--- config.mk ---
export PLATFORM = sky130hd
export DESIGN_NAME = utf8_xml_text_sanitizer_unit
export DESIGN_NICKNAME = d
export VERILOG_FILES = /design/src/hdl/uxs_pkg.sv /design/src/hdl/utf8_xml_text_sanitizer_unit.sv /design/src/hdl/uxs_front.sv /design/src/hdl/uxs_fifo.sv /design/src/hdl/uxs_back.sv
export SDC_FILE = /design/constraint.sdc
export NUM_CORES = 1
export LEC_CHECK = 0
export ABC_AREA = 1
export BUFFER_PORTS_ARGS = -buffer_cell sky130_fd_sc_hd__buf_2
export CELL_PAD_IN_SITES_DETAIL_PLACEMENT = 0
export CELL_PAD_IN_SITES_GLOBAL_PLACEMENT = 1
export CORE_MARGIN = 3
export CORE_UTILIZATION = 34
export CTS_BUF_LIST = sky130_fd_sc_hd__clkbuf_4 sky130_fd_sc_hd__clkbuf_8
export DETAILED_ROUTE_END_ITERATION = 8
export PLACE_DENSITY = 0.61
export SKIP_LAST_GASP = 1
export SLEW_MARGIN = 20
export SYNTH_ARGS = -nofsm -noshare
export SYNTH_HDL_FRONTEND = slang
export SYNTH_SLANG_ARGS = --single-unit
export TNS_END_PERCENT = 10
--- constraint.sdc ---
create_clock -name clk -period 4.55 [get_ports clk]
set_input_delay 0.91 -clock clk [delete_from_list [all_inputs] [get_ports clk]]
set_output_delay 0.91 -clock clk [all_outputs]
set_load 0.01 [all_outputs]
--- src/hdl/uxs_pkg.sv ---
// Shared types, constants and helpers for the UTF-8 XML text sanitizer.
// Used by every module under hdl; depends on nothing.
package uxs_pkg;

  typedef struct packed {
    logic [7:0] in_byte;
    logic       chunk_end;
  } in_beat_t;

  typedef struct packed {
    logic [7:0] out_byte;
    logic       run_last;
  } out_beat_t;

  localparam int MAX_RUN = 5;
  localparam int CNT_W   = 3;
  localparam int IDX_W   = 3;

  // Output bytes caused by one input beat; bytes[0] goes out first.
  typedef struct packed {
    logic [CNT_W-1:0]          cnt;
    logic [MAX_RUN-1:0][7:0]   bytes;
  } run_t;

  localparam int QDEPTH = 4;
  localparam int QPTR_W = 2;
  localparam int QCNT_W = 3;

  typedef struct packed {
    logic full;
    logic empty;
  } q_stat_t;

  // Pending sequence length codes
  localparam logic [2:0] LEN_NONE = 3'd0;
  localparam logic [2:0] LEN_2    = 3'd2;
  localparam logic [2:0] LEN_3    = 3'd3;
  localparam logic [2:0] LEN_4    = 3'd4;

  localparam logic [7:0] CH_TAB   = 8'h09;
  localparam logic [7:0] CH_LF    = 8'h0A;
  localparam logic [7:0] CH_CR    = 8'h0D;
  localparam logic [7:0] CH_SPACE = 8'h20;
  localparam logic [7:0] CH_DEL   = 8'h7F;
  localparam logic [7:0] CH_AMP   = 8'h26;
  localparam logic [7:0] CH_LT    = 8'h3C;
  localparam logic [7:0] CH_GT    = 8'h3E;

  localparam logic [7:0] LEAD2_LO = 8'hC2;
  localparam logic [7:0] LEAD2_HI = 8'hDF;
  localparam logic [7:0] LEAD3_LO = 8'hE0;
  localparam logic [7:0] LEAD3_HI = 8'hEF;
  localparam logic [7:0] LEAD4_LO = 8'hF0;
  localparam logic [7:0] LEAD4_HI = 8'hF4;

  localparam logic [MAX_RUN-1:0][7:0] ESC_AMP = {8'h3B, 8'h70, 8'h6D, 8'h61, 8'h26};
  localparam logic [MAX_RUN-1:0][7:0] ESC_LT  = {8'h00, 8'h3B, 8'h74, 8'h6C, 8'h26};
  localparam logic [MAX_RUN-1:0][7:0] ESC_GT  = {8'h00, 8'h3B, 8'h74, 8'h67, 8'h26};
  localparam logic [CNT_W-1:0] ESC_AMP_LEN = 3'd5;
  localparam logic [CNT_W-1:0] ESC_LT_LEN  = 3'd4;

  function automatic logic xml_legal(input logic [20:0] cp);
    xml_legal = (cp >= 21'h000020 && cp <= 21'h00D7FF) ||
                (cp >= 21'h00E000 && cp <= 21'h00FFFD) ||
                (cp >= 21'h010000 && cp <= 21'h10FFFF);
  endfunction

endpackage

--- src/hdl/utf8_xml_text_sanitizer_unit.sv ---
// Top level of the UTF-8 XML text sanitizer: front end, run queue, back end.
// Depends on uxs_pkg, uxs_front, uxs_fifo and uxs_back.
//
// Takes one UTF-8 byte per beat and passes on only bytes legal in XML 1.0
// text, with &, < and > replaced by entity text. Each input beat is decoded
// in the cycle it is taken and produces from zero to five output bytes; a
// beat can be taken every cycle while the four-entry run queue has room.
// The output side delivers one byte per cycle while not stalled, so the
// sustained input rate is one beat per cycle for plain text and is set by
// the output port when runs exceed one byte (escapes, completed multi-byte
// sequences). run_last marks the final byte of the run caused by one input
// beat; beats that cause no output produce nothing on the output channel.
module utf8_xml_text_sanitizer_unit (
  input  logic               clk,
  input  logic               rst_n,
  input  logic               in_valid,
  output logic               in_stall,
  input  uxs_pkg::in_beat_t  in_data,
  output logic               out_valid,
  input  logic               out_stall,
  output uxs_pkg::out_beat_t out_data
);
  import uxs_pkg::*;

  q_stat_t q_stat;
  run_t    q_wdata;
  run_t    q_head;
  logic    q_push;
  logic    q_pop;

  uxs_front u_front (
    .clk      (clk),
    .rst_n    (rst_n),
    .in_valid (in_valid),
    .in_stall (in_stall),
    .in_data  (in_data),
    .q_stat   (q_stat),
    .q_push   (q_push),
    .q_data   (q_wdata)
  );

  uxs_fifo u_fifo (
    .clk       (clk),
    .rst_n     (rst_n),
    .push      (q_push),
    .push_data (q_wdata),
    .pop       (q_pop),
    .head      (q_head),
    .stat      (q_stat)
  );

  uxs_back u_back (
    .clk       (clk),
    .rst_n     (rst_n),
    .q_stat    (q_stat),
    .q_head    (q_head),
    .q_pop     (q_pop),
    .out_valid (out_valid),
    .out_stall (out_stall),
    .out_data  (out_data)
  );

endmodule

--- src/hdl/uxs_front.sv ---
// Front end: accepts input beats, tracks the pending UTF-8 sequence, turns
// each beat into at most one run of output bytes. Depends on uxs_pkg.
module uxs_front (
  input  logic            clk,
  input  logic            rst_n,
  input  logic            in_valid,
  output logic            in_stall,
  input  uxs_pkg::in_beat_t in_data,
  input  uxs_pkg::q_stat_t  q_stat,
  output logic            q_push,
  output uxs_pkg::run_t   q_data
);
  import uxs_pkg::*;

  logic [2:0]  exp_r, exp_nxt;
  logic [1:0]  hc_r, hc_nxt;
  logic [20:0] cp_r, cp_nxt;
  logic [7:0]  held_r [3];

  logic        accept;
  logic        start;
  logic        hold_we;
  logic [1:0]  hold_idx;
  logic [20:0] cp_acc;
  logic [7:0]  b;
  run_t        run;

  assign b        = in_data.in_byte;
  assign in_stall = q_stat.full;
  assign accept   = in_valid && !q_stat.full;
  assign cp_acc   = {cp_r[14:0], b[5:0]};

  always_comb begin
    exp_nxt  = exp_r;
    hc_nxt   = hc_r;
    cp_nxt   = cp_r;
    hold_we  = 1'b0;
    hold_idx = 2'd0;
    start    = 1'b0;
    run      = '0;

    if (exp_r != LEN_NONE) begin
      if (b[7:6] == 2'b10) begin
        cp_nxt = cp_acc;
        if (({1'b0, hc_r} + 3'd1) >= exp_r) begin
          if (xml_legal(cp_acc)) begin
            run.cnt      = {1'b0, hc_r} + 3'd1;
            run.bytes[0] = held_r[0];
            run.bytes[1] = (hc_r == 2'd1) ? b : held_r[1];
            run.bytes[2] = (hc_r == 2'd2) ? b : held_r[2];
            run.bytes[3] = b;
          end
          exp_nxt = LEN_NONE;
          hc_nxt  = 2'd0;
          cp_nxt  = '0;
        end else if (hc_r != 2'd3) begin
          hold_we  = 1'b1;
          hold_idx = hc_r;
          hc_nxt   = hc_r + 2'd1;
        end else begin
          exp_nxt = LEN_NONE;
          hc_nxt  = 2'd0;
          cp_nxt  = '0;
        end
      end else begin
        exp_nxt = LEN_NONE;
        hc_nxt  = 2'd0;
        cp_nxt  = '0;
        start   = 1'b1;
      end
    end else begin
      start = 1'b1;
    end

    if (start) begin
      if (!b[7]) begin
        if ((b < CH_SPACE && b != CH_TAB && b != CH_LF && b != CH_CR) || b == CH_DEL) begin
          run = '0;
        end else if (b == CH_AMP) begin
          run.cnt   = ESC_AMP_LEN;
          run.bytes = ESC_AMP;
        end else if (b == CH_LT) begin
          run.cnt   = ESC_LT_LEN;
          run.bytes = ESC_LT;
        end else if (b == CH_GT) begin
          run.cnt   = ESC_LT_LEN;
          run.bytes = ESC_GT;
        end else begin
          run.cnt      = 3'd1;
          run.bytes[0] = b;
        end
      end else if (b >= LEAD2_LO && b <= LEAD2_HI) begin
        exp_nxt = LEN_2;
        cp_nxt  = {16'd0, b[4:0]};
        hc_nxt  = 2'd1;
        hold_we = 1'b1;
      end else if (b >= LEAD3_LO && b <= LEAD3_HI) begin
        exp_nxt = LEN_3;
        cp_nxt  = {17'd0, b[3:0]};
        hc_nxt  = 2'd1;
        hold_we = 1'b1;
      end else if (b >= LEAD4_LO && b <= LEAD4_HI) begin
        exp_nxt = LEN_4;
        cp_nxt  = {18'd0, b[2:0]};
        hc_nxt  = 2'd1;
        hold_we = 1'b1;
      end
    end

    if (in_data.chunk_end) begin
      exp_nxt = LEN_NONE;
      hc_nxt  = 2'd0;
      cp_nxt  = '0;
    end
  end

  assign q_push = accept && (run.cnt != '0);
  assign q_data = run;

  always_ff @(posedge clk) begin
    if (!rst_n) begin
      exp_r <= LEN_NONE;
      hc_r  <= 2'd0;
      cp_r  <= '0;
    end else if (accept) begin
      exp_r <= exp_nxt;
      hc_r  <= hc_nxt;
      cp_r  <= cp_nxt;
    end
  end

  always_ff @(posedge clk) begin
    if (accept && hold_we) begin
      held_r[hold_idx] <= b;
    end
  end

  a_run_len: assert property (@(posedge clk) disable iff (!rst_n)
    q_push |-> (q_data.cnt >= 3'd1 && q_data.cnt <= 3'd5))
    else $error("run length out of range");

  a_len_count: assert property (@(posedge clk) disable iff (!rst_n)
    (exp_r == LEN_NONE) |-> (hc_r == 2'd0))
    else $error("held bytes without pending sequence");

  a_pending_count: assert property (@(posedge clk) disable iff (!rst_n)
    (exp_r != LEN_NONE) |-> (hc_r != 2'd0 && {1'b0, hc_r} < exp_r))
    else $error("held count inconsistent with sequence length");

endmodule

--- src/hdl/uxs_fifo.sv ---
// Short queue of byte runs between front and back end.
// Depends on uxs_pkg.
module uxs_fifo (
  input  logic             clk,
  input  logic             rst_n,
  input  logic             push,
  input  uxs_pkg::run_t    push_data,
  input  logic             pop,
  output uxs_pkg::run_t    head,
  output uxs_pkg::q_stat_t stat
);
  import uxs_pkg::*;

  run_t              mem_r [QDEPTH];
  logic [QPTR_W-1:0] wr_r, rd_r;
  logic [QCNT_W-1:0] cnt_r, cnt_nxt;

  assign stat.full  = (cnt_r == QCNT_W'(QDEPTH));
  assign stat.empty = (cnt_r == '0);
  assign head       = mem_r[rd_r];

  always_comb begin
    cnt_nxt = cnt_r;
    if (push && !pop) begin
      cnt_nxt = cnt_r + 1'b1;
    end else if (pop && !push) begin
      cnt_nxt = cnt_r - 1'b1;
    end
  end

  always_ff @(posedge clk) begin
    if (!rst_n) begin
      wr_r  <= '0;
      rd_r  <= '0;
      cnt_r <= '0;
    end else begin
      if (push) begin
        wr_r <= wr_r + 1'b1;
      end
      if (pop) begin
        rd_r <= rd_r + 1'b1;
      end
      cnt_r <= cnt_nxt;
    end
  end

  always_ff @(posedge clk) begin
    if (push) begin
      mem_r[wr_r] <= push_data;
    end
  end

  a_no_overflow: assert property (@(posedge clk) disable iff (!rst_n)
    stat.full |-> !push)
    else $error("push into full queue");

  a_no_underflow: assert property (@(posedge clk) disable iff (!rst_n)
    stat.empty |-> !pop)
    else $error("pop from empty queue");

  a_ptr_gap: assert property (@(posedge clk) disable iff (!rst_n)
    (cnt_r <= QCNT_W'(QDEPTH)) && (QPTR_W'(wr_r - rd_r) == cnt_r[QPTR_W-1:0]))
    else $error("queue pointers disagree with count");

endmodule

--- src/hdl/uxs_back.sv ---
// Back end: walks the run at the queue head one byte per beat into the
// output register and flags the last byte of each run. Depends on uxs_pkg.
module uxs_back (
  input  logic               clk,
  input  logic               rst_n,
  input  uxs_pkg::q_stat_t   q_stat,
  input  uxs_pkg::run_t      q_head,
  output logic               q_pop,
  output logic               out_valid,
  input  logic               out_stall,
  output uxs_pkg::out_beat_t out_data
);
  import uxs_pkg::*;

  logic [IDX_W-1:0] idx_r, idx_nxt;
  logic             out_valid_r, out_valid_nxt;
  out_beat_t        out_data_r;
  logic             load;
  logic             last;

  assign load  = !q_stat.empty && (!out_valid_r || !out_stall);
  assign last  = ((idx_r + 3'd1) == q_head.cnt);
  assign q_pop = load && last;

  always_comb begin
    idx_nxt       = idx_r;
    out_valid_nxt = out_valid_r;
    if (load) begin
      idx_nxt       = last ? '0 : idx_r + 3'd1;
      out_valid_nxt = 1'b1;
    end else if (!out_stall) begin
      out_valid_nxt = 1'b0;
    end
  end

  always_ff @(posedge clk) begin
    if (!rst_n) begin
      idx_r       <= '0;
      out_valid_r <= 1'b0;
    end else begin
      idx_r       <= idx_nxt;
      out_valid_r <= out_valid_nxt;
    end
  end

  always_ff @(posedge clk) begin
    if (load) begin
      out_data_r.out_byte <= q_head.bytes[idx_r];
      out_data_r.run_last <= last;
    end
  end

  assign out_valid = out_valid_r;
  assign out_data  = out_data_r;

  a_idx_in_run: assert property (@(posedge clk) disable iff (!rst_n)
    !q_stat.empty |-> (idx_r < q_head.cnt))
    else $error("byte index beyond run length");

  a_idx_idle: assert property (@(posedge clk) disable iff (!rst_n)
    q_stat.empty |-> (idx_r == '0))
    else $error("byte index left mid-run with empty queue");

  a_pop_marks_last: assert property (@(posedge clk) disable iff (!rst_n)
    q_pop |=> (out_valid && out_data.run_last))
    else $error("run popped without last flag");

endmodule
* Word-level counts from Yosys, hierarchy flattened *
Memories as Yosys holds them, arrays and structs flattened. A register that Yosys moved wholly into a read port is not among the register bits.
Index checks and enable logic that the tools add are counted.

word-level totals
  bits in registers = 46
  latch bits = 0
  RAM bits = 196
  bits in read-only memories = 0
  input port bits = 13
  output and inout port bits = 11
  word-level logic and storage cells = 154
  memories kept = 2

memories
  name            words  bits a word  read ports  clocked after Yosys merged registers in  wr ports  RTL line         RTL
  u_fifo.mem_r    4      43           1           1                                        1         uxs_fifo.sv:14   run_t mem_r [QDEPTH];
  u_front.held_r  3      8            3           0                                        1         uxs_front.sv:18  logic [7:0] held_r [3];

cells by class
  add/sub/neg operators = 7
  $mul = 0
  divide/modulo/power cells = 0
  order comparisons = 15
  eq/ne operators = 14
  shifts and indexed selects = 0
  mux-type cells = 76
  bitwise logic cells = 0
  reductions and logical operators = 30

operators with widths
  cell                                                               count
  two-way mux 43 bit                                                 5
  two-way mux 21 bit                                                 10
  two-way mux 32 bit                                                 4
  two-way mux 3 bit                                                  18
  less-or-equal comparator 21 x 16 -> 1 bit (second input constant)  2
  two-way mux 2 bit                                                  16
  binary-select mux 8 bit (select 3 bit)                             1
  == test 8 x 6 -> 1 bit (second input constant)                     3
  >= comparator 8 bit (second input constant)                        3
  less-or-equal comparator 8 bit (second input constant)             3
  two-way mux 24 bit                                                 1
  two-way mux 8 bit                                                  3
  inequality test 8 x 4 -> 1 bit (second input constant)             3
  >= comparator 21 x 16 -> 1 bit (second input constant)             1
  >= comparator 21 x 17 -> 1 bit (second input constant)             1
  >= comparator 21 x 6 -> 1 bit (second input constant)              1
  less-or-equal comparator 21 bit (second input constant)            1
  two-way mux 1 bit                                                  17
  logical AND 1 bit                                                  16
  == test 8 x 7 -> 1 bit (second input constant)                     1
  < comparator 8 x 6 -> 1 bit (second input constant)                1
  two-way mux 7 bit                                                  1
  adder 2 x 1 -> 2 bit (second input constant)                       3
  adder 3 x 1 -> 3 bit (second input constant)                       2
  15 further kinds                                                   25

* Longest topological paths before layout *
Gate-level depths: netlist (run 1).

  depth after elaboration = 20
  mapped depth = 23
  gate-level depth less buffers = 23

* Cells and area by module *
Synthesis (run 1) repeated with hierarchy kept, for this count alone.

second synthesis, totals
  cells, all modules = 975
  area total of the unflattened synthesis = 10420.0 sq um

modules (own cells, without submodules)
  module     instances  cells an instance  area each (sq um)
  uxs_fifo   1          473                6797.8
  uxs_front  1          370                2712.6
  uxs_back   1          132                909.6

* Worst setup path after synthesis (run 1) *
OpenSTA, ideal clock, no wires.

  kind = flip-flop to flip-flop
  start = reg u_front.hc_r[0]
  end = mem u_fifo.mem_r[1][0] in the netlist's numbering, enable pin
  library setup time = 429 ps
  arrival = 3523 ps
  required time = 4121 ps
  path slack = 598 ps
  cell stages (with the launch flop) = 17
  cells stage by stage = dfxtp_1 inv_1 ha_1 inv_1 ha_1 nand2_1 nor2_1 a211oi_1 nand2_1 nand2_1 inv_2 nand2_4 nor2_4 nor2_4 nand2_4 nand2_2 nor2_1

RTL lines
  element                   RTL line          RTL
  start: declaration        uxs_front.sv:16   logic [1:0] hc_r, hc_nxt;
  start signal: assignment  uxs_front.sv:127  hc_r <= hc_nxt;
  end: declaration          uxs_fifo.sv:14

==> flow_summary.yaml, run 1 <==
pwr:
  cellPowerDensity_mw_per_mm2: 472
  p_leak_nw: 3.62
  ir_drop_uv: 192
worst_hold_path:
  hold_class: "flop to flop"
  whs_path_depth: 2
  hold_path.startpoint: "u_fifo.rd_r[0]$_SDFFE_PN0P_"
clock_network:
  clkLatencyLatePin_ns: 0.53
  cts_resized: 0
  path_clk_slew_ns: 0.06
  cts_setup_buffers: 0
  clockRootBuffer: "clkbuf_8"
  cts_tree: "yes"
  clkSinkCount: 210
  hold_buffers: 0
  ctsHtreeMaxLevel: 2
  cts-buffers-inserted: 38
  clk_path_buf_depth: 3
drt:
  drcViolationCount: 0
  vias_per_cell: 5.03
  vias: 6287
  dr.pass1.iters: 5
  wl_per_cell_um: 18.4
  drt_iter0_drc: 481
  antenna_left: 0
  routed_wl_mm: 23.0
yosys:
  syn_area_mm2: 0.00917
  yosysUniqueCellTypes: 40
  synth.area.top_cells: "edfxtp_1 58%, dfxtp_1 7.2%, o21ai_0 6.2%"
  synth_top_family_by_area: "simple AND/OR/NAND/NOR gates"
  synth_top_flop_cell: "edfxtp_1"
  synth_seq_cells: 210
  synth-async-reset-ratio_pct: 0
  synth_top_area_share_pct: 57.9
  synthMuxAreaShare_pct: 0
  synth.avg_cell_area_um2: 10.8
  synth_most_common_cell: "edfxtp_1"
  synthAdderAreaFrac_pct: 2.26
  synth-edff-count: 177
  ys_top_cells_by_count: "177 x edfxtp_1, 137 x nand2_1, 117 x nor2_1"
  yosys.area_share.simple_pct: 15.6
  synth_nets: 876
  synth_top_cell_by_area: "edfxtp_1"
  yosysSeqAreaShare_pct: 65.1
  synth-compound-area-share_pct: 12.3
  ys_warn_count: 0
  synth-xor-area-share_pct: 0.382
  postSynthCellCount: 847
outcome:
  status: "finished, final reports clean"
critical_path:
  cp.required_ns: 4.96
  critPathLaunchType: "flop"
  setup.worst_path.class: "flop to flop"
  crit_top_cell: "inv_1"
  slowest_delay_ns: 0.43
  r2r-start: "u_front.hc_r[0]$_SDFFE_PN0P_"
  rr_worst_depth: 23
  cp_slowest_cell: "dfxtp_1"
  path_max_fanout: 25
  cp.arrival_ns: 4.07
  crit_chain: "inv_1 -> ha_1 -> inv_1 -> ha_1 -> nand2_1 -> nor2_1 -> a211oi_1 -> nand2_1 -> nand2_1 -> inv_2 -> nand2_4 -> nor2_4 -> nor2_4 -> nand2_4 -> nand2_2 -> inv_1 -> ha_1 -> inv_1 -> fa_1 -> a21oi_1 -> o21ai_0 -> o21ai_0 -> a21oi_1"
  crit_path_end_kind: "flop"
  timing.rr.end: "u_fifo.cnt_r[2]$_SDFFE_PN0P_"
  r2r_setup_slack_ns: 0.89
cells_and_area:
  area_growth_pct: 13.3
  drive_gt1_share_pct: 16.2
  n_antenna_cell: 0
  fin_area_mm2: 0.0104
  fin_nets: 914
die:
  start_util_pct: 34.9
  fp.dieH_um: 170
  ioPinCount: 24
  die-area_mm2: 0.0290
  rows: 59
  dieWidth_um: 170
  core_region_area_mm2: 0.0263
placed_design:
  dpl.hpwl_mm: 14.7
  io_buffer_count: 23
  place_area_mm2: 0.00967
  gp_congestion: 0.811
timing:
  setup_viol: 0
  fin_crit_sh_pct: 80.5
  rsz0062_at_grt: "false"
  fin_crit_ns: 3.66
  hold_slack_ns: 0.458
  slew_headroom_pct: 38.3
  fmax_ghz: 0.273
  skew_ns: 0.0296
  final_max_slew_viol_count: 0
  hold_viol_final: 0
  tns_ns: 0
  tightest_slew_ns: 0.916
global_route:
  grt_overflow: 0
  grt_pass1_vias: 6142
  antenna_found_initial: 0
  grt_first_pass_wirelength_mm: 35.7
  grt_usage_pct: 16.1
  grt_max_degree: 43
run:
  maxCapViolations: 0
-- critical path, delay by kind of cell, from the launching register on --
kind	cells	cell delay [ns]
adder cells (fa/ha/maj)	4	1.21
AND/OR/NAND/NOR	9	0.95
AO/OA/AOI/OAI	5	0.50
buffers and inverters	5	0.46
flip-flops	1	0.43
-- power breakdown --
group          switching [W]  internal [W]  total, W
sequential         0.0000903       0.00225   0.00234
clock               0.000754      0.000924   0.00168
combinational       0.000619      0.000264  0.000883
total                0.00146       0.00344   0.00490
-- registers in the layout, summed over array words and instances (netlist names), named ones only --
register / count
u_fifo.wr_r: 2
u_back.out_valid: 1
u_back.out_data: 9
u_fifo.rd_r: 2
u_front.held_r: 24
u_front.exp_r: 3
u_back.idx_r: 3
u_front.cp_r: 15
u_front.hc_r: 2
u_fifo.cnt_r: 3
u_fifo.mem_r: 144
-- placed cells by master (no fill, tap or decap), types with 2 or more instances in the layout --
master | netlist | final
edfxtp_1 | 177 | 177
nand2_1 | 137 | 137
nor2_1 | 117 | 113
o21ai_0 | 113 | 113
inv_1 | 44 | 44
clkbuf_8 | 0 | 38
dfxtp_1 | 33 | 32
a21oi_1 | 29 | 29
nand3_1 | 27 | 27
buf_2 | 9 | 23
o22ai_1 | 22 | 22
clkbuf_4 | 0 | 17
ha_1 | 15 | 15
inv_2 | 13 | 13
o221ai_1 | 12 | 12
clkinv_1 | 3 | 10
buf_4 | 2 | 10
nand2_2 | 9 | 9
nor2_4 | 5 | 9
nor3_1 | 9 | 8
a211oi_1 | 6 | 6
o211ai_1 | 6 | 6
clkinv_2 | 0 | 5
nor2_2 | 4 | 4
nand4_1 | 4 | 4
nor3_2 | 3 | 4
nand2_4 | 3 | 3
a31oi_1 | 3 | 3
nand3_2 | 2 | 2
a21oi_2 | 2 | 2
xor2_1 | 2 | 2
xnor2_1 | 2 | 2
clkinvlp_4 | 0 | 2
-- routing by layer --
layer | track usage, % | share of wire (%) | vias up | wire length [um]
li1 | - | - | 3073 | -
met1 | 22.4 | 47 | 3025 | 10700
met2 | 26.1 | 47 | 154 | 10800
met3 | 2.88 | 4.8 | 35 | 1100
met4 | 4.13 | 1.7 | 0 | 384
met5 | 0 | 0 | - | 0
-- per-stage QoR --
stage          setup WS, ns  instances  utilization (%)  total power [W]
2_1_floorplan         0.598        847                -          0.00297
3_3_place_gp          0.622       1180             36.8          0.00329
3_5_place_dp          0.626       1180             36.8          0.00328
4_1_cts               0.836       1250             39.6          0.00497
5_1_grt               0.434       1250             39.6          0.00519
6_report              0.888       1250             39.6          0.00490
-- worst max path at each step --
stage / endpoint / start / depth (start not counted)
after detailed placement: u_fifo.cnt_r[2]$_SDFFE_PN0P_ / in_data[6] / 18
after global placement: u_fifo.cnt_r[2]$_SDFFE_PN0P_ / in_data[6] / 18
after global routing: u_fifo.cnt_r[2]$_SDFFE_PN0P_ / u_front.hc_r[0]$_SDFFE_PN0P_ / 23
after CTS: u_fifo.cnt_r[2]$_SDFFE_PN0P_ / u_front.hc_r[0]$_SDFFE_PN0P_ / 23
final: u_fifo.cnt_r[2]$_SDFFE_PN0P_ / u_front.hc_r[0]$_SDFFE_PN0P_ / 23
after floorplan: u_fifo.mem_r[1][0]$_DFFE_PP_ / u_front.hc_r[0]$_SDFFE_PN0P_ / 16
-- kinds of logic (layout without fill, tap and decap cells) --
kind of cell    Yosys count  count (layout)
compound gates          197             197
xor+xnor                  4               4
fa+ha+maj                16              16
buf+inv                  96             164
flops                   210             210
simple gates            324             324
-- cell type report --
type	count	area [um2]
fillers	2584	15900
flip-flops and latches	210	5980
multi-input cells	541	2840
clock buffers	55	651
well taps	335	419
inverters	60	225
repair buffers	34	210
clock inverters	15	75.1
No activity file was read; power rests on OpenSTA's default activity.
==> run 2: changes to the inputs <==
==> constraint.sdc (replaced) <==
create_clock -name clk -period 3.4 [get_ports clk]
set_input_delay 0.68 -clock clk [delete_from_list [all_inputs] [get_ports clk]]
set_output_delay 0.68 -clock clk [all_outputs]
set_load 0.01 [all_outputs]
==> flow_summary.yaml, run 2 (synthesis gave the netlist of run 1 again) <==
critical_path:
  cp.required_ns: 3.82
  r2r_setup_slack_ns: 0.29
  setup.worst_path.class: "flop to flop"
  rr_worst_depth: 23
  crit_path_end_kind: "flop"
  cp.arrival_ns: 3.52
  critPathLaunchType: "flop"
  path_max_fanout: 5
pwr:
  pwr-share-clk_pct: 35.4
  p_total_w: 0.00675
  ir_drop_uv: 260
  combinationalPowerShare_pct: 18.7
  cellPowerDensity_mw_per_mm2: 634
  netSwitchingFraction_pct: 29.3
  p_leak_nw: 3.78
  power.internal_w: 0.00477
  pwr-share-seq_pct: 45.9
  netSwitchingPower_w: 0.00198
global_route:
  grt_usage_pct: 15.6
  antenna_found_initial: 0
  grt_pass1_vias: 6170
  grt_first_pass_wirelength_mm: 34.6
  grt_overflow: 0
  grt_max_degree: 41
placed_design:
  place_inst: 1203
  dpl.hpwl_mm: 14.6
  io_buffer_count: 23
  gp_congestion: 0.785
timing:
  setup_viol: 0
  final_max_slew_viol_count: 0
  fin_crit_sh_pct: 91.3
  tightest_slew_ns: 0.810
  slew_headroom_pct: 45.5
  rsz0062_at_grt: "false"
  hold_viol_final: 0
  fmax_ghz: 0.322
  fin_crit_ns: 3.11
  hold_slack_ns: 0.447
  skew_ns: 0.0366
cells_and_area:
  biggestRegsByFlops: "u_fifo.mem_r: 144 flops, u_front.held_r: 24 flops, u_front.cp_r: 15 flops"
  stdcell_count: 1275
  top_register: "u_fifo.mem_r"
  drive_gt1_share_pct: 18.6
  largest_register_ffs: 144
  layout_commonest_cell: "edfxtp_1"
  area_growth_pct: 16.2
  fin_util_pct: 40.6
  fin_nets: 940
  n_antenna_cell: 0
  mostFrequentLayoutCells: "177 x edfxtp_1, 137 x nand2_1, 113 x nor2_1, 112 x o21ai_0, 44 x inv_1"
drt:
  routed_wl_mm: 22.4
  wl_per_cell_um: 17.5
  dr.pass1.iters: 4
  drcViolationCount: 0
  vias_per_cell: 4.88
  drt_iter0_drc: 363
  antenna_left: 0
  vias: 6227
die:
  start_util_pct: 34.9
  ioPinCount: 24
  dieWidth_um: 170
  die-area_mm2: 0.0290
  core_region_area_mm2: 0.0263
  rows: 59
  fp.dieH_um: 170
clock_network:
  path_clk_slew_ns: 0.06
  cts-buffers-inserted: 39
  ctsHtreeMaxLevel: 2
  cts_tree: "yes"
  clk_path_buf_depth: 3
  clockRootBuffer: "clkbuf_8"
  clkSinkCount: 210
  clkLatencyLatePin_ns: 0.54
run:
  maxCapViolations: 0
outcome:
  status: "finished, final reports clean"
worst_hold_path:
  hold_class: "primary input to flop"
  whs_path_depth: 1
## run 2: cell count changes in the layout (fill, tap and decap cells not counted), sizes merged
| cell | before | now |
|---|---|---|
| buf | 34 | 59 |
| bufinv | 0 | 1 |
| clkbuf | 55 | 57 |
| clkinv | 15 | 13 |
| clkinvlp | 2 | 0 |
| inv | 58 | 59 |
## run 2: stage by stage
stage / setup TNS, ns / setup slack [ns] / cell area (um2)
2_1_floorplan: -79.46 / -0.552 / 9170
3_3_place_gp: 0 / 0.159 / 9860
3_5_place_dp: 0 / 0.145 / 9860
4_1_cts: 0 / 0.110 / 10600
5_1_grt: 0 / 0.00364 / 10700
6_report: 0 / 0.294 / 10700
## run 2: timing repair
action / in CTS / in global routing
hold endpoints to repair: 0 / 0
endpoints found under the setup margin: 0 / 1
gates resized for setup: 0 / 2
hold buffers: 0 / 0
setup buffers: 0 / 2
## run 2: critical path, cell delays in order (launching register included)
cell,delay (ns)
dfxtp_1,0.32
inv_1,0.08
ha_4,0.28
inv_1,0.05
ha_1,0.28
nand2_1,0.06
nor2_1,0.09
a211oi_1,0.05
nand2_1,0.09
nand2_1,0.08
nor2_1,0.13
nand2_2,0.08
nand2_4,0.10
nor2_4,0.05
nand2_4,0.07
nand2_2,0.05
inv_1,0.05
ha_1,0.13
inv_1,0.07
fa_1,0.43
a21oi_1,0.14
o21ai_0,0.11
o21ai_1,0.13
a21oi_1,0.05
## run 2: area by class of cell
type	instances	area, um2
flip-flops and latches	210	5980
fillers	2574	15600
repair buffers	59	423
clock inverters	13	91.3
clock buffers	57	678
well taps	335	419
multi-input cells	541	2850
inverters	60	225
## run 2: worst paths after layout
| check | startpoint | to |
|---|---|---|
| max | u_front.hc_r[0]$_SDFFE_PN0P_ | u_fifo.cnt_r[2]$_SDFFE_PN0P_ |
| min reg2reg | u_fifo.rd_r[1]$_SDFFE_PN0P_ | flop |
| max reg2reg | u_front.hc_r[0]$_SDFFE_PN0P_ | u_fifo.cnt_r[2]$_SDFFE_PN0P_ |
| min | in_data[8] | u_front.held_r[0][7]$_DFFE_PP_ |
## run 2: per-layer routing
layer | track usage (%) | vias to the layer above | part of all wire, % | wire length [um]
met4 | 5.82 | 0 | 2.5 | 553
met5 | 0 | - | 0 | 0
met1 | 20.7 | 2939 | 46 | 10300
li1 | - | 3118 | - | -
met2 | 25.4 | 128 | 47 | 10500
met3 | 3.11 | 42 | 4.4 | 987
## run 2: power by group through the flow
stage	clock (W)	sequential (W)	combinational [W]
floorplan	0	0.00316	0.000811
global placement	0	0.00316	0.00128
detailed placement	0	0.00316	0.00129
CTS	0.00247	0.00311	0.00129
global route	0.00259	0.00312	0.00143
finish	0.00239	0.00310	0.00126
==> run 3: changes to the inputs <==
--- a/config.mk
+++ b/config.mk
@@ -5,7 +5,6 @@
 export SDC_FILE = /design/constraint.sdc
 export NUM_CORES = 1
 export LEC_CHECK = 0
-export ABC_AREA = 1
 export BUFFER_PORTS_ARGS = -buffer_cell sky130_fd_sc_hd__buf_2
 export CELL_PAD_IN_SITES_DETAIL_PLACEMENT = 0
 export CELL_PAD_IN_SITES_GLOBAL_PLACEMENT = 1
@@ -13,7 +12,7 @@
 export CORE_UTILIZATION = 34
 export CTS_BUF_LIST = sky130_fd_sc_hd__clkbuf_4 sky130_fd_sc_hd__clkbuf_8
 export DETAILED_ROUTE_END_ITERATION = 8
-export PLACE_DENSITY = 0.61
+export PLACE_DENSITY = 0.59
 export SKIP_LAST_GASP = 1
 export SLEW_MARGIN = 20
 export SYNTH_ARGS = -nofsm -noshare
==> flow_summary.yaml, run 3 <==
cells_and_area:
  area_growth_pct: 15.7
  ff_latch_area_mm2: 0.00598
  multi_input_area_mm2: 0.00272
  biggestRegsByFlops: "u_fifo.mem_r: 144 flops, u_front.held_r: 24 flops, u_front.cp_r: 15 flops"
  largest_register_ffs: 144
  n_antenna_cell: 0
  nFillCells: 2314
  mostFrequentLayoutCells: "177 x edfxtp_1, 44 x mux4_2, 40 x clkbuf_8, 32 x dfxtp_1, 31 x nand2_1"
  fin_nets: 646
  top_register: "u_fifo.mem_r"
  layout_commonest_cell: "edfxtp_1"
  drive_gt1_share_pct: 26.7
timing:
  fin_crit_sh_pct: 92.5
  hold_viol_final: 0
  skew_ns: 0.0278
  rsz0062_at_grt: "false"
  slew_headroom_pct: 52.4
  hold_slack_ns: 0.451
  fmax_ghz: 0.318
  fin_crit_ns: 3.14
  setup_viol: 0
  final_max_slew_viol_count: 0
  tightest_slew_ns: 0.714
  tns_ns: 0
clock_network:
  clk_path_buf_depth: 3
  clkLatencyLatePin_ns: 0.52
  cts-buffers-inserted: 38
  cts_setup_buffers: 0
  hold_buffers: 0
  clkSinkCount: 210
  cts_tree: "yes"
  cts_resized: 0
  path_clk_slew_ns: 0.06
  clockRootBuffer: "clkbuf_8"
  ctsHtreeMaxLevel: 2
yosys:
  syn_area_mm2: 0.00891
  ys_warn_count: 0
  yosysSeqAreaShare_pct: 67.1
  synth.area.top_cells: "edfxtp_1 60%, mux4_2 11%, dfxtp_1 7.4%"
  synth-edff-count: 177
  synth_nets: 583
  synth_most_common_cell: "edfxtp_1"
  synth-async-reset-ratio_pct: 0
  ys_top_cells_by_count: "177 x edfxtp_1, 44 x mux4_2, 33 x dfxtp_1"
  synth_top_flop_cell: "edfxtp_1"
  synth.avg_cell_area_um2: 16.1
  postSynthCellCount: 554
  yosysUniqueCellTypes: 59
  synth_top_cell_by_area: "edfxtp_1"
  synth_seq_cells: 210
  synth_top_area_share_pct: 59.7
outcome:
  status: "finished, final reports clean"
critical_path:
  cp.arrival_ns: 3.57
  rr_worst_depth: 16
  cp_slowest_cell: "fa_1"
  setup.worst_path.class: "flop to flop"
  slowest_delay_ns: 0.44
  crit_chain: "inv_1 -> ha_1 -> inv_1 -> ha_1 -> a21oi_1 -> o21ai_2 -> o211ai_2 -> inv_2 -> a22oi_4 -> inv_2 -> ha_1 -> inv_1 -> fa_1 -> xor2_1 -> or3_1 -> a21boi_0"
  r2r_setup_slack_ns: 0.26
  path_buf_inv: 5
  timing.rr.end: "u_fifo.cnt_r[2]$_SDFFE_PN0P_"
  cp.required_ns: 3.83
  critPathLaunchType: "flop"
  crit_path_end_kind: "flop"
  crit_family: "adder cells"
  path_max_fanout: 5
  r2r-start: "u_front.hc_r[0]$_SDFFE_PN0P_"
  cp_num_cells: 16
drt:
  dr.pass1.iters: 4
  wl_per_cell_um: 19.6
  vias_per_cell: 5.09
  drcViolationCount: 0
  antenna_left: 0
  vias: 4967
  routed_wl_mm: 19.1
  drt_iter0_drc: 391
worst_hold_path:
  hold_path.startpoint: "out_stall"
  hold_end: "u_back.out_valid$_SDFFE_PN0P_"
  hold_class: "primary input to flop"
  whs_path_depth: 3
global_route:
  grt_usage_pct: 13.9
  grt_first_pass_wirelength_mm: 30.7
  grt_overflow: 0
  antenna_found_initial: 0
  grt_pass1_vias: 5350
  grt_max_degree: 37
die:
  ioPinCount: 24
  rows: 58
  die-area_mm2: 0.0282
  dieWidth_um: 168
  core_region_area_mm2: 0.0255
  fp.dieH_um: 168
  start_util_pct: 35.0
placed_design:
  io_buffer_count: 23
  dpl.hpwl_mm: 11.9
  gp_congestion: 0.795
pwr:
  p_leak_nw: 3.49
  cellPowerDensity_mw_per_mm2: 621
  ir_drop_uv: 213
run:
  maxCapViolations: 0
[run 3: where the power goes]
group          leakage, nW  total [W]  switching (W)  internal [W]
combinational         1.18    0.00111       0.000596      0.000510
clock                0.390    0.00225       0.000981       0.00127
sequential            1.93    0.00304      0.0000621       0.00298
[run 3: worst max-delay path by stage]
| stage | slack [ns] | end | start |
|---|---|---|---|
| finish | 0.26 | u_fifo.cnt_r[2]$_SDFFE_PN0P_ | u_front.hc_r[0]$_SDFFE_PN0P_ |
| global route | 0.03 | u_fifo.cnt_r[2]$_SDFFE_PN0P_ | u_front.hc_r[0]$_SDFFE_PN0P_ |
| CTS | 0.07 | u_fifo.cnt_r[2]$_SDFFE_PN0P_ | u_front.hc_r[0]$_SDFFE_PN0P_ |
| detailed placement | 0.04 | u_fifo.cnt_r[2]$_SDFFE_PN0P_ | in_data[7] |
| global placement | 0.19 | u_fifo.cnt_r[2]$_SDFFE_PN0P_ | in_data[7] |
| floorplan | 0.07 | u_fifo.cnt_r[2]$_SDFFE_PN0P_ | u_front.hc_r[0]$_SDFFE_PN0P_ |
[run 3: cell families (layout without fill, tap and decap cells)]
family,Yosys count,count (layout),share of synthesized area (%)
AOI/OAI and AO/OA,85,85,6.67
xor gates and xnor gates,8,8,0.787
adders and majority gates,16,16,2.33
buffers and inverters,52,143,2.47
DFF,210,210,67.1
muxes,62,62,13.1
and+or+nand+nor,121,121,7.50
[run 3: area by class of cell]
cell class	instances	area share, %
Clock buffer	56	6.51
Clock inverter	12	0.607
Sequential cell	210	58.0
Multi-Input combinational cell	292	26.3
Tap cell	330	4.01
Inverter	23	0.838
Timing Repair Buffer	52	3.71
[run 3: routing by layer]
layer | share of wire (%) | track usage [%]
met2 | 48 | 22.8
met5 | 0 | 0
met1 | 46 | 18.5
met4 | 2.2 | 4.98
met3 | 3.8 | 2.91
[run 3: tightest hold or removal path: stages]
cell and delay (ns):
buf_2 0.10, nand2_1 0.05, a21boi_0 0.06
[run 3: metrics by stage]
stage	util, %	cell area (um2)	power (W)	worst slack, ns	std cells
4_1_cts	40.5	10300	0.00652	0.0742	975
3_5_place_dp	37.6	9570	0.00424	0.0428	907
6_report	40.5	10300	0.00640	0.256	975
2_1_floorplan	-	8910	0.00387	0.0709	554
5_1_grt	40.5	10300	0.00675	0.0268	975
3_3_place_gp	37.6	9570	0.00422	0.190	907
